### src/rau_pkg.sv
// ----------------------------------------------------------------------------
// rau_pkg
// Shared types and codes of the rational arithmetic unit.
// ----------------------------------------------------------------------------
package rau_pkg;

  localparam int WORD_BITS_DEF = 32;

  localparam int KIND_BITS = 3;
  localparam logic [KIND_BITS-1:0] KIND_REDUCE   = 3'd0;
  localparam logic [KIND_BITS-1:0] KIND_NEGATE   = 3'd1;
  localparam logic [KIND_BITS-1:0] KIND_ADD      = 3'd2;
  localparam logic [KIND_BITS-1:0] KIND_MULTIPLY = 3'd3;
  localparam logic [KIND_BITS-1:0] KIND_DIVIDE   = 3'd4;

  // datapath phases
  typedef logic [2:0] phase_t;
  localparam phase_t PH_MUL0 = 3'd0;
  localparam phase_t PH_MUL1 = 3'd1;
  localparam phase_t PH_MUL2 = 3'd2;
  localparam phase_t PH_GCD  = 3'd3;
  localparam phase_t PH_DIVN = 3'd4;
  localparam phase_t PH_DIVD = 3'd5;

  typedef struct packed {
    logic   load;      // capture input request
    logic   start;     // set up operands of phase
    logic   step;      // one iteration of phase
    logic   commit;    // store phase result
    logic   prep;      // sign, magnitudes, zero check
    logic   out_load;  // write output register
    phase_t phase;
  } cmd_t;

  typedef struct packed {
    logic done;
    logic zero_den;
    logic is_add;
    logic is_arith;
  } status_t;

endpackage

### src/rau_ctrl.sv
// ----------------------------------------------------------------------------
// rau_ctrl
// Sequencer: walks the datapath through multiply, GCD and divide phases.
// ----------------------------------------------------------------------------
module rau_ctrl (
  input  logic             clk_i,
  input  logic             rst_ni,
  input  logic             in_valid_i,
  output logic             in_stall_o,
  output logic             out_valid_o,
  input  logic             out_stall_i,
  input  rau_pkg::status_t status_i,
  output rau_pkg::cmd_t    cmd_o
);
  import rau_pkg::*;

  localparam logic [2:0] S_IDLE  = 3'd0;
  localparam logic [2:0] S_DISP  = 3'd1;
  localparam logic [2:0] S_START = 3'd2;
  localparam logic [2:0] S_RUN   = 3'd3;
  localparam logic [2:0] S_PREP  = 3'd4;
  localparam logic [2:0] S_FIN   = 3'd5;

  logic [2:0] state_q, state_d;
  phase_t     phase_q, phase_d;
  logic       ovalid_q, ovalid_d;

  assign in_stall_o  = (state_q != S_IDLE);
  assign out_valid_o = ovalid_q;

  always_comb begin
    state_d      = state_q;
    phase_d      = phase_q;
    ovalid_d     = ovalid_q && out_stall_i;
    cmd_o        = '0;
    cmd_o.phase  = phase_q;
    unique case (state_q)
      S_IDLE: begin
        if (in_valid_i) begin
          cmd_o.load = 1'b1;
          state_d    = S_DISP;
        end
      end
      S_DISP: begin
        phase_d = PH_MUL0;
        state_d = status_i.is_arith ? S_START : S_PREP;
      end
      S_START: begin
        cmd_o.start = 1'b1;
        state_d     = S_RUN;
      end
      S_RUN: begin
        if (status_i.done) begin
          cmd_o.commit = 1'b1;
          state_d      = S_START;
          unique case (phase_q)
            PH_MUL0: phase_d = PH_MUL1;
            PH_MUL1: begin
              if (status_i.is_add) phase_d = PH_MUL2;
              else state_d = S_PREP;
            end
            PH_MUL2: state_d = S_PREP;
            PH_GCD:  phase_d = PH_DIVN;
            PH_DIVN: phase_d = PH_DIVD;
            default: state_d = S_FIN;
          endcase
        end else begin
          cmd_o.step = 1'b1;
        end
      end
      S_PREP: begin
        cmd_o.prep = 1'b1;
        phase_d    = PH_GCD;
        state_d    = S_START;
      end
      S_FIN: begin
        if (!ovalid_q || !out_stall_i) begin
          cmd_o.out_load = 1'b1;
          ovalid_d       = 1'b1;
          state_d        = S_IDLE;
        end
      end
      default: state_d = S_IDLE;
    endcase
    // zero denominator skips the GCD and divides
    if (state_q == S_PREP && status_i.zero_den) state_d = S_FIN;
  end

  always_ff @(posedge clk_i or negedge rst_ni) begin
    if (!rst_ni) begin
      state_q  <= S_IDLE;
      phase_q  <= PH_MUL0;
      ovalid_q <= 1'b0;
    end else begin
      state_q  <= state_d;
      phase_q  <= phase_d;
      ovalid_q <= ovalid_d;
    end
  end

endmodule

### src/rau_datapath.sv
// ----------------------------------------------------------------------------
// rau_datapath
// Shift-add multiplier, binary GCD and restoring divider on shared registers.
// ----------------------------------------------------------------------------
module rau_datapath #(
  parameter int WORD_BITS = rau_pkg::WORD_BITS_DEF
) (
  input  logic                          clk_i,
  input  logic [rau_pkg::KIND_BITS-1:0] kind_i,
  input  logic signed [31:0]            first_num_i,
  input  logic signed [31:0]            first_den_i,
  input  logic signed [31:0]            second_num_i,
  input  logic signed [31:0]            second_den_i,
  input  rau_pkg::cmd_t                 cmd_i,
  output rau_pkg::status_t              status_o,
  output logic signed [31:0]            result_num_o,
  output logic [30:0]                   result_den_o,
  output logic                          zero_den_error_o
);
  import rau_pkg::*;

  localparam int W  = WORD_BITS;
  localparam int CW = $clog2(W + 1);
  localparam int KW = $clog2(W + 1);

  logic [KIND_BITS-1:0] kind_q;
  logic [W-1:0] xn_q, xd_q, yn_q, yd_q;
  logic [W-1:0] rn_q, rd_q, mn_q, md_q, g_q, qn_q, qd_q;
  logic         neg_q, err_q;
  logic [W-1:0] ra_q, rb_q;
  logic [W-1:0] rr_q;
  logic [CW-1:0] cnt_q;
  logic [KW-1:0] k_q;
  logic signed [31:0] onum_q;
  logic [30:0]        oden_q;
  logic               oerr_q;

  logic is_add, is_mul, is_div;
  assign is_add = (kind_q == KIND_ADD);
  assign is_mul = (kind_q == KIND_MULTIPLY);
  assign is_div = (kind_q == KIND_DIVIDE);

  // multiply operands per phase
  logic [W-1:0] op_a, op_b;
  always_comb begin
    unique case (cmd_i.phase)
      PH_MUL0: begin op_a = xn_q; op_b = is_mul ? yn_q : yd_q; end
      PH_MUL1: begin
        op_a = is_add ? yn_q : xd_q;
        op_b = is_add ? xd_q : (is_div ? yn_q : yd_q);
      end
      default: begin op_a = xd_q; op_b = yd_q; end
    endcase
  end

  // restoring divide step; the remainder always fits in W bits
  logic [W:0] div_sh, div_sub;
  logic       div_ge;
  assign div_sh  = {rr_q, ra_q[W-1]};
  assign div_ge  = (div_sh >= {1'b0, rb_q});
  assign div_sub = div_sh - {1'b0, rb_q};

  logic [W-1:0] mag_n, mag_d;
  assign mag_n = rn_q[W-1] ? (W'(0) - rn_q) : rn_q;
  assign mag_d = rd_q[W-1] ? (W'(0) - rd_q) : rd_q;

  logic [W-1:0] wn;
  assign wn = neg_q ? (W'(0) - qn_q) : qn_q;

  always_comb begin
    status_o.is_add   = is_add;
    status_o.is_arith = is_add || is_mul || is_div;
    status_o.zero_den = (rd_q == '0);
    status_o.done     = (cmd_i.phase == PH_GCD) ? (ra_q == '0) : (cnt_q == '0);
  end

  always_ff @(posedge clk_i) begin
    if (cmd_i.load) begin
      kind_q <= kind_i;
      xn_q   <= W'(first_num_i);
      xd_q   <= W'(first_den_i);
      yn_q   <= W'(second_num_i);
      yd_q   <= W'(second_den_i);
      rn_q   <= (kind_i == KIND_NEGATE) ? (W'(0) - W'(first_num_i)) : W'(first_num_i);
      rd_q   <= W'(first_den_i);
    end
    if (cmd_i.prep) begin
      err_q <= (rd_q == '0);
      neg_q <= rn_q[W-1] ^ rd_q[W-1];
      mn_q  <= mag_n;
      md_q  <= mag_d;
    end
    if (cmd_i.start) begin
      cnt_q <= CW'(W);
      rr_q  <= '0;
      k_q   <= '0;
      unique case (cmd_i.phase)
        PH_GCD:  begin ra_q <= mn_q; rb_q <= md_q; end
        PH_DIVN: begin ra_q <= mn_q; rb_q <= g_q;  end
        PH_DIVD: begin ra_q <= md_q; rb_q <= g_q;  end
        default: begin ra_q <= op_a; rb_q <= op_b; end
      endcase
    end
    if (cmd_i.step) begin
      unique case (cmd_i.phase)
        PH_GCD: begin
          priority if (!ra_q[0] && !rb_q[0]) begin
            ra_q <= ra_q >> 1;
            rb_q <= rb_q >> 1;
            k_q  <= k_q + KW'(1);
          end else if (!ra_q[0]) begin
            ra_q <= ra_q >> 1;
          end else if (!rb_q[0]) begin
            rb_q <= rb_q >> 1;
          end else if (ra_q >= rb_q) begin
            ra_q <= (ra_q - rb_q) >> 1;
          end else begin
            rb_q <= (rb_q - ra_q) >> 1;
          end
        end
        PH_DIVN, PH_DIVD: begin
          rr_q  <= div_ge ? div_sub[W-1:0] : div_sh[W-1:0];
          ra_q  <= {ra_q[W-2:0], div_ge};
          cnt_q <= cnt_q - CW'(1);
        end
        default: begin
          rr_q  <= rr_q + (rb_q[0] ? ra_q : '0);
          ra_q  <= ra_q << 1;
          rb_q  <= rb_q >> 1;
          cnt_q <= cnt_q - CW'(1);
        end
      endcase
    end
    if (cmd_i.commit) begin
      unique case (cmd_i.phase)
        PH_MUL0: rn_q <= rr_q;
        PH_MUL1: begin
          if (is_add) rn_q <= rn_q + rr_q;
          else rd_q <= rr_q;
        end
        PH_MUL2: rd_q <= rr_q;
        PH_GCD:  g_q  <= rb_q << k_q;
        PH_DIVN: qn_q <= ra_q;
        default: qd_q <= ra_q;
      endcase
    end
    if (cmd_i.out_load) begin
      oerr_q <= err_q;
      if (err_q) begin
        onum_q <= '0;
        oden_q <= '0;
      end else begin
        onum_q <= 32'(signed'(wn));
        oden_q <= (qn_q == '0) ? 31'd1 : 31'(qd_q);
      end
    end
  end

  assign result_num_o     = onum_q;
  assign result_den_o     = oden_q;
  assign zero_den_error_o = oerr_q;

endmodule

### src/rational_arithmetic_unit.sv
// ----------------------------------------------------------------------------
// rational_arithmetic_unit
// Rational reduce/negate/add/multiply/divide with GCD reduction.
// ----------------------------------------------------------------------------
//
// Channel | Direction | Handshake              | Payload
// --------+-----------+------------------------+-------------------------------
// in      | input     | in_valid_i / in_stall_o| kind, first/second num/den
// out     | output    | out_valid_o/out_stall_i| result_num, result_den, error
//
// Per request: add forms three products, multiply/divide two (shift-add, one
// bit per cycle, plus a setup and a commit step per product), then a binary
// GCD and two restoring divides, each with its own setup and commit; capture,
// dispatch, prep and output steps come on top.
// Reduce and negate skip the multiplies. A zero denominator skips GCD/divide.
// Reset is asynchronous, active low; it clears only control state.
// One request in flight; in_stall_o is high while it is worked on. A result
// held by out_stall_i does not block the next request from being taken.
//
module rational_arithmetic_unit #(
  parameter int WORD_BITS = rau_pkg::WORD_BITS_DEF
) (
  input  logic                          clk_i,
  input  logic                          rst_ni,
  input  logic                          in_valid_i,
  output logic                          in_stall_o,
  input  logic [rau_pkg::KIND_BITS-1:0] kind_i,
  input  logic signed [31:0]            first_num_i,
  input  logic signed [31:0]            first_den_i,
  input  logic signed [31:0]            second_num_i,
  input  logic signed [31:0]            second_den_i,
  output logic                          out_valid_o,
  input  logic                          out_stall_i,
  output logic signed [31:0]            result_num_o,
  output logic [30:0]                   result_den_o,
  output logic                          zero_den_error_o
);
  import rau_pkg::*;

  cmd_t    cmd;
  status_t status;

  // sequencer
  rau_ctrl u_ctrl (
    .clk_i       (clk_i),
    .rst_ni      (rst_ni),
    .in_valid_i  (in_valid_i),
    .in_stall_o  (in_stall_o),
    .out_valid_o (out_valid_o),
    .out_stall_i (out_stall_i),
    .status_i    (status),
    .cmd_o       (cmd)
  );

  // arithmetic and result register
  rau_datapath #(
    .WORD_BITS (WORD_BITS)
  ) u_dp (
    .clk_i            (clk_i),
    .kind_i           (kind_i),
    .first_num_i      (first_num_i),
    .first_den_i      (first_den_i),
    .second_num_i     (second_num_i),
    .second_den_i     (second_den_i),
    .cmd_i            (cmd),
    .status_o         (status),
    .result_num_o     (result_num_o),
    .result_den_o     (result_den_o),
    .zero_den_error_o (zero_den_error_o)
  );

  // a taken request keeps the input side busy next cycle
  a_busy: assert property (@(posedge clk_i) disable iff (!rst_ni)
    (in_valid_i && !in_stall_o) |=> in_stall_o)
    else $error("input not stalled after accept");

  // error results carry zero fields
  a_err_zero: assert property (@(posedge clk_i) disable iff (!rst_ni)
    (out_valid_o && zero_den_error_o) |-> (result_num_o == '0 && result_den_o == '0))
    else $error("error result not zero");

  // zero numerator reads 0/1
  a_zero_num: assert property (@(posedge clk_i) disable iff (!rst_ni)
    (out_valid_o && !zero_den_error_o && result_num_o == '0) |-> (result_den_o == 31'd1))
    else $error("zero numerator without unit denominator");

endmodule
### config.mk
export PLATFORM = sky130hd
export DESIGN_NAME = rational_arithmetic_unit
export DESIGN_NICKNAME = d
export VERILOG_FILES = /design/src/rau_pkg.sv /design/src/rau_ctrl.sv /design/src/rau_datapath.sv /design/src/rational_arithmetic_unit.sv
export SDC_FILE = /design/constraint.sdc
export NUM_CORES = 2
export LEC_CHECK = 0
export ABC_AREA = 1
export CAP_MARGIN = 10
export CORE_ASPECT_RATIO = 2
export CORE_MARGIN = 4
export CORE_UTILIZATION = 60
export CTS_CLUSTER_SIZE = 12
export DETAILED_ROUTE_END_ITERATION = 10
export DONT_BUFFER_PORTS = 1
export PLACE_DENSITY = 0.75
export REMOVE_ABC_BUFFERS = 1
export SYNTH_ARGS = -nofsm -noshare
export SYNTH_HDL_FRONTEND = slang
export SYNTH_HIERARCHICAL = 1
export SYNTH_SLANG_ARGS = --single-unit
### constraint.sdc
create_clock -name clk_i -period 9.6 [get_ports clk_i]
set_clock_uncertainty 0.15 [all_clocks]
set_input_delay 1.92 -clock clk_i [delete_from_list [all_inputs] [get_ports clk_i]]
set_output_delay 1.92 -clock clk_i [all_outputs]
set_load 0.05 [all_outputs]
==> impl_metrics.ini, run 1 <==
[global_route]
grt_pass1_vias = 44800
grt_overflow = 4
grt_pass1_wl_mm = 278
groute.usage.overall_pct = 52.4
grt_start_max_net_pins = 132

[synth]
synth.avg_cell_area_um2 = 7.05
postSynthRegisterBits = 535
syn-cell-area_um2 = 40100
postSynth.asyncResetShare_pct = 1.31
ys_warn_count = 6
synthFlopType = edfxtp_1
synth_common_cells = nand2_1, inv_1, nor2_1, o21ai_0, nand3_1
synth.area.top_cells = edfxtp_1, nand2_1, dfxtp_1
synth.yosys.seq_area_share_pct = 35.7
portion_of_synthesized_cell_area_occupied_by_the_leading_cell_type_pct = 26.7
postSynthCellCount = 5687
yosys.cell_count.top_type = nand2_1
yosys.cell_types.count = 70
synth_enable_flop_cells = 356
synth_top_area_cell = edfxtp_1

[clock_network]
postCtsResizedCells = 0
post_cts_buffers = 0
cts-htree-levels = 2
cell_at_the_root_of_the_clock_tree = clkbuf_16
ctsHoldBuffers = 0
cts-buffers-inserted = 54
clk_buf_depth = 3
clkSinkCount = 535

[status]
run_status = stopped before the end
stop_stage = 5_1_grt
stop_error = [ERROR GRT-0116] Global routing finished with congestion. Check the congestion regions in the DRC Viewer.

[placed_design]
place_ws_ns = 4.02
port_buffers = 0
dpl.hpwl_mm = 143
gp_congestion = 1.16

[die]
placement_rows = 133
die_h_um = 374
die_x_um = 191
ioPinCount = 201
start_util_pct = 60.7
[per-layer routing]
metal	GRT usage, %	overflow
met5	0	0
met4	60.3	3
met3	18.4	1
met2	82.9	0
met1	48.1	0
[cells by family after synthesis]
kind of cell / Yosys count / share of synthesized area (%)
xor+xnor: 135 / 2.95
compound gates: 1300 / 18.8
mux: 12 / 0.300
buf+inv: 941 / 9.33
simple gates: 2592 / 27.4
fa+ha+maj: 172 / 5.46
flops: 535 / 35.7
[stage by stage]
| stage | setup TNS, ns | std cells | cell area, um2 | utilization [%] | hold slack, ns |
|---|---|---|---|---|---|
| after global placement | 0 | 6372 | 40600 | 61.4 | 0.274 |
| after floorplan | -246.32 | 5439 | 39000 | - | 0.258 |
| after CTS | 0 | 6472 | 42200 | 63.9 | 0.282 |
| after detailed placement | 0 | 6372 | 40600 | 61.4 | 0.264 |
==> run 2, diff against run 1 <==
--- a/config.mk
+++ b/config.mk
@@ -7,13 +7,11 @@
 export LEC_CHECK = 0
 export ABC_AREA = 1
 export CAP_MARGIN = 10
-export CORE_ASPECT_RATIO = 2
 export CORE_MARGIN = 4
-export CORE_UTILIZATION = 60
-export CTS_CLUSTER_SIZE = 12
+export CORE_UTILIZATION = 40
 export DETAILED_ROUTE_END_ITERATION = 10
 export DONT_BUFFER_PORTS = 1
-export PLACE_DENSITY = 0.75
+export PLACE_DENSITY_LB_ADDON = 0.15
 export REMOVE_ABC_BUFFERS = 1
 export SYNTH_ARGS = -nofsm -noshare
 export SYNTH_HDL_FRONTEND = slang
==> run 2 against run 1 <==
Effect of this change: the flow now finishes without violations; synthesized cell count unchanged; synthesized area unchanged.
==> impl_metrics.ini, run 2 <==
[global_route]
grt_pass1_vias = 38400
grt_start_max_net_pins = 168
groute.usage.overall_pct = 34.5
antenna_violations_before_repair = 7
grt_pass1_wl_mm = 269
grt_overflow = 0

[synth]
synth_top_area_cell = edfxtp_1
postSynth.asyncResetShare_pct = 1.31
portion_of_synthesized_cell_area_occupied_by_the_leading_cell_type_pct = 26.7
synth.area.top_cells = edfxtp_1, nand2_1, dfxtp_1
synth_common_cells = nand2_1, inv_1, nor2_1, o21ai_0, nand3_1
postSynthCellCount = 5687
synthFlopType = edfxtp_1
yosys.cell_types.count = 70
synth.yosys.seq_area_share_pct = 35.7
postSynthRegisterBits = 535
syn-cell-area_um2 = 40100
yosys.cell_count.top_type = nand2_1
synth.avg_cell_area_um2 = 7.05
synth_enable_flop_cells = 356
ys_warn_count = 6

[worst_setup_path]
worst_r2r_path_depth = 14
path_class = register to register
largest_driver_fanout_on_the_critical_path = 47
worst_path_most_repeated_cell = inv_1
critPathMaxStageDelay_ns = 0.96
worst_r2r_endpoint = u_dp/rr_q[12]
cp_top_family = buffers and inverters
timing.critical_path.arrival_ns = 5.76
timing.rr.start = u_ctrl/phase_q[2]
critical_path_depth = 14
critical_path.cell_chain = inv_1 -> nand3_4 -> inv_2 -> o41ai_1 -> inv_1 -> nand2_4 -> clkinv_2 -> clkinv_1 -> buf_4 -> nor2_1 -> nor2_2 -> buf_4 -> inv_1 -> o21ai_0
crit_required_ns = 10.01
timing.critical_path.from_type = register
slowest_stage = o41ai_1
critical_path.endpoint_type = register
critical_path.n_buffers_inverters = 8
timing.reg2reg.setup_slack_ns = 4.25

[sta]
fmaxAchievable_mhz = 187
slew-limit-headroom_pct = 15.0
maxSlewViolCount = 0
tightest_slew_ns = 1.26
count_of_endpoints_failing_setup_in_the_final_report = 0
min_period_ns = 5.35
postLayoutSetupSlackWorst_ns = 4.25
timing_hold_violations_final = 0
grt_setup_unrepaired = no
final_cycle_share_pct = 55.8

[die]
start_util_pct = 40.6
ioPinCount = 201
placement_rows = 115
design.die.area_um2 = 105000
design.core.area_um2 = 98900
die_x_um = 325
die_h_um = 325

[detailed_routing]
drtPass1Iterations = 5
vias_per_cell = 5.94
routed_wl_mm = 189
number_of_vias_after_detailed_routing = 41100
post-route-drc-count = 0
routed_wire_length_per_instance_um = 27.4
first_iter_violations = 4902
detail-route-antenna-nets = 0

[layout]
fin_nets = 5871
final_area_um2 = 43500
layout_common_cells = nand2_1, inv_1, nor2_1
drive_above_1_share_pct = 5.78
n_fill_cell = 10500
area_delta_synth_final_pct = 8.55
final_common_cell = nand2_1

[clock_network]
clk_buf_depth = 3
cts-htree-levels = 3
cell_at_the_root_of_the_clock_tree = clkbuf_16
cts-buffers-inserted = 70
worst_setup_hold_path_clk_slew_ns = 0.06
post_cts_buffers = 0
clock_latency_ns = 0.67
clkSinkCount = 535
ctsHoldBuffers = 0
cts_tree = built
postCtsResizedCells = 0

[placed_design]
gp_congestion = 1.00
dpl.hpwl_mm = 147
place_ws_ns = 4.54
post_dp_cell_area_um2 = 41100
port_buffers = 0

[status]
run_status = completed

[pwr]
leakage_component_of_the_power_uw = 0.0192
power_per_cell_area_nw_per_um2 = 408
worst_ir_drop_vdd_uv = 201

[hold_path]
holdPathStages = 0
min_to = u_dp/md_q[0]
timing.hold.worst.class = register to register
worst_hold_startpoint = u_dp/rd_q[0]

[job]
max_cap_violations = 0
run 2: cell counts after synthesis:
Identical to the previous run, type by type.
run 2: where the power goes:
group	total (uW)	switching, uW	internal, uW
sequential	4210	972	3230
combinational	10800	7690	3060
clock	2790	1140	1660
run 2: worst max-delay path by stage:
stage	start	end	slack [ns]
final	u_ctrl/phase_q[2]	u_dp/rr_q[12]	4.25
after global placement	u_ctrl/phase_q[2]	u_dp/rr_q[3]	4.59
after CTS	u_ctrl/phase_q[2]	u_dp/rr_q[12]	4.47
after detailed placement	u_ctrl/phase_q[2]	u_dp/rr_q[12]	4.54
after global routing	u_ctrl/phase_q[2]	u_dp/rr_q[14]	4.15
after floorplan	in_valid_i	u_dp/rn_q[15]	-4.39
run 2: logic make-up after synthesis:
kind of cell	synth area share, %
AO/OA/AOI/OAI	18.8
XOR/XNOR	2.95
adder cells (fa/ha/maj)	5.46
buffers and inverters	9.33
flip-flops	35.7
multiplexers	0.300
AND/OR/NAND/NOR	27.4
run 2: per-layer routing:
metal / vias up / part of all wire, % / track usage, %
li1: 18900 / - / -
met1: 19600 / 40 / 44.5
met2: 2199 / 45 / 56.4
met3: 378 / 8.4 / 5.36
met4: 0 / 5.8 / 16.8
met5: - / 0 / 0
run 2: metrics by stage:
stage / hold slack (ns) / cells / utilization, % / power, uW / setup TNS [ns]
after floorplan: 0.258 / 5439 / - / 10700 / -246.32
after global placement: 0.270 / 6779 / 41.6 / 14600 / 0
after detailed placement: 0.268 / 6779 / 41.6 / 14600 / 0
after CTS: 0.285 / 6908 / 44.0 / 17500 / 0
after global routing: 0.304 / 6912 / 44.0 / 18800 / 0
final: 0.287 / 6912 / 44.0 / 17700 / 0
run 2: final cells by class:
type	count	area, um2	area share [%]
inverter	693	2610	5.99
timing repair buffer	53	423	0.972
clock buffer	89	1970	4.52
multi-input combinational	4211	22100	50.9
clock inverter	40	464	1.07
antenna	4	10.0	0.0230
sequential	535	14300	32.9
tap	1287	1610	3.70
Power figures use the tool's default switching activity.
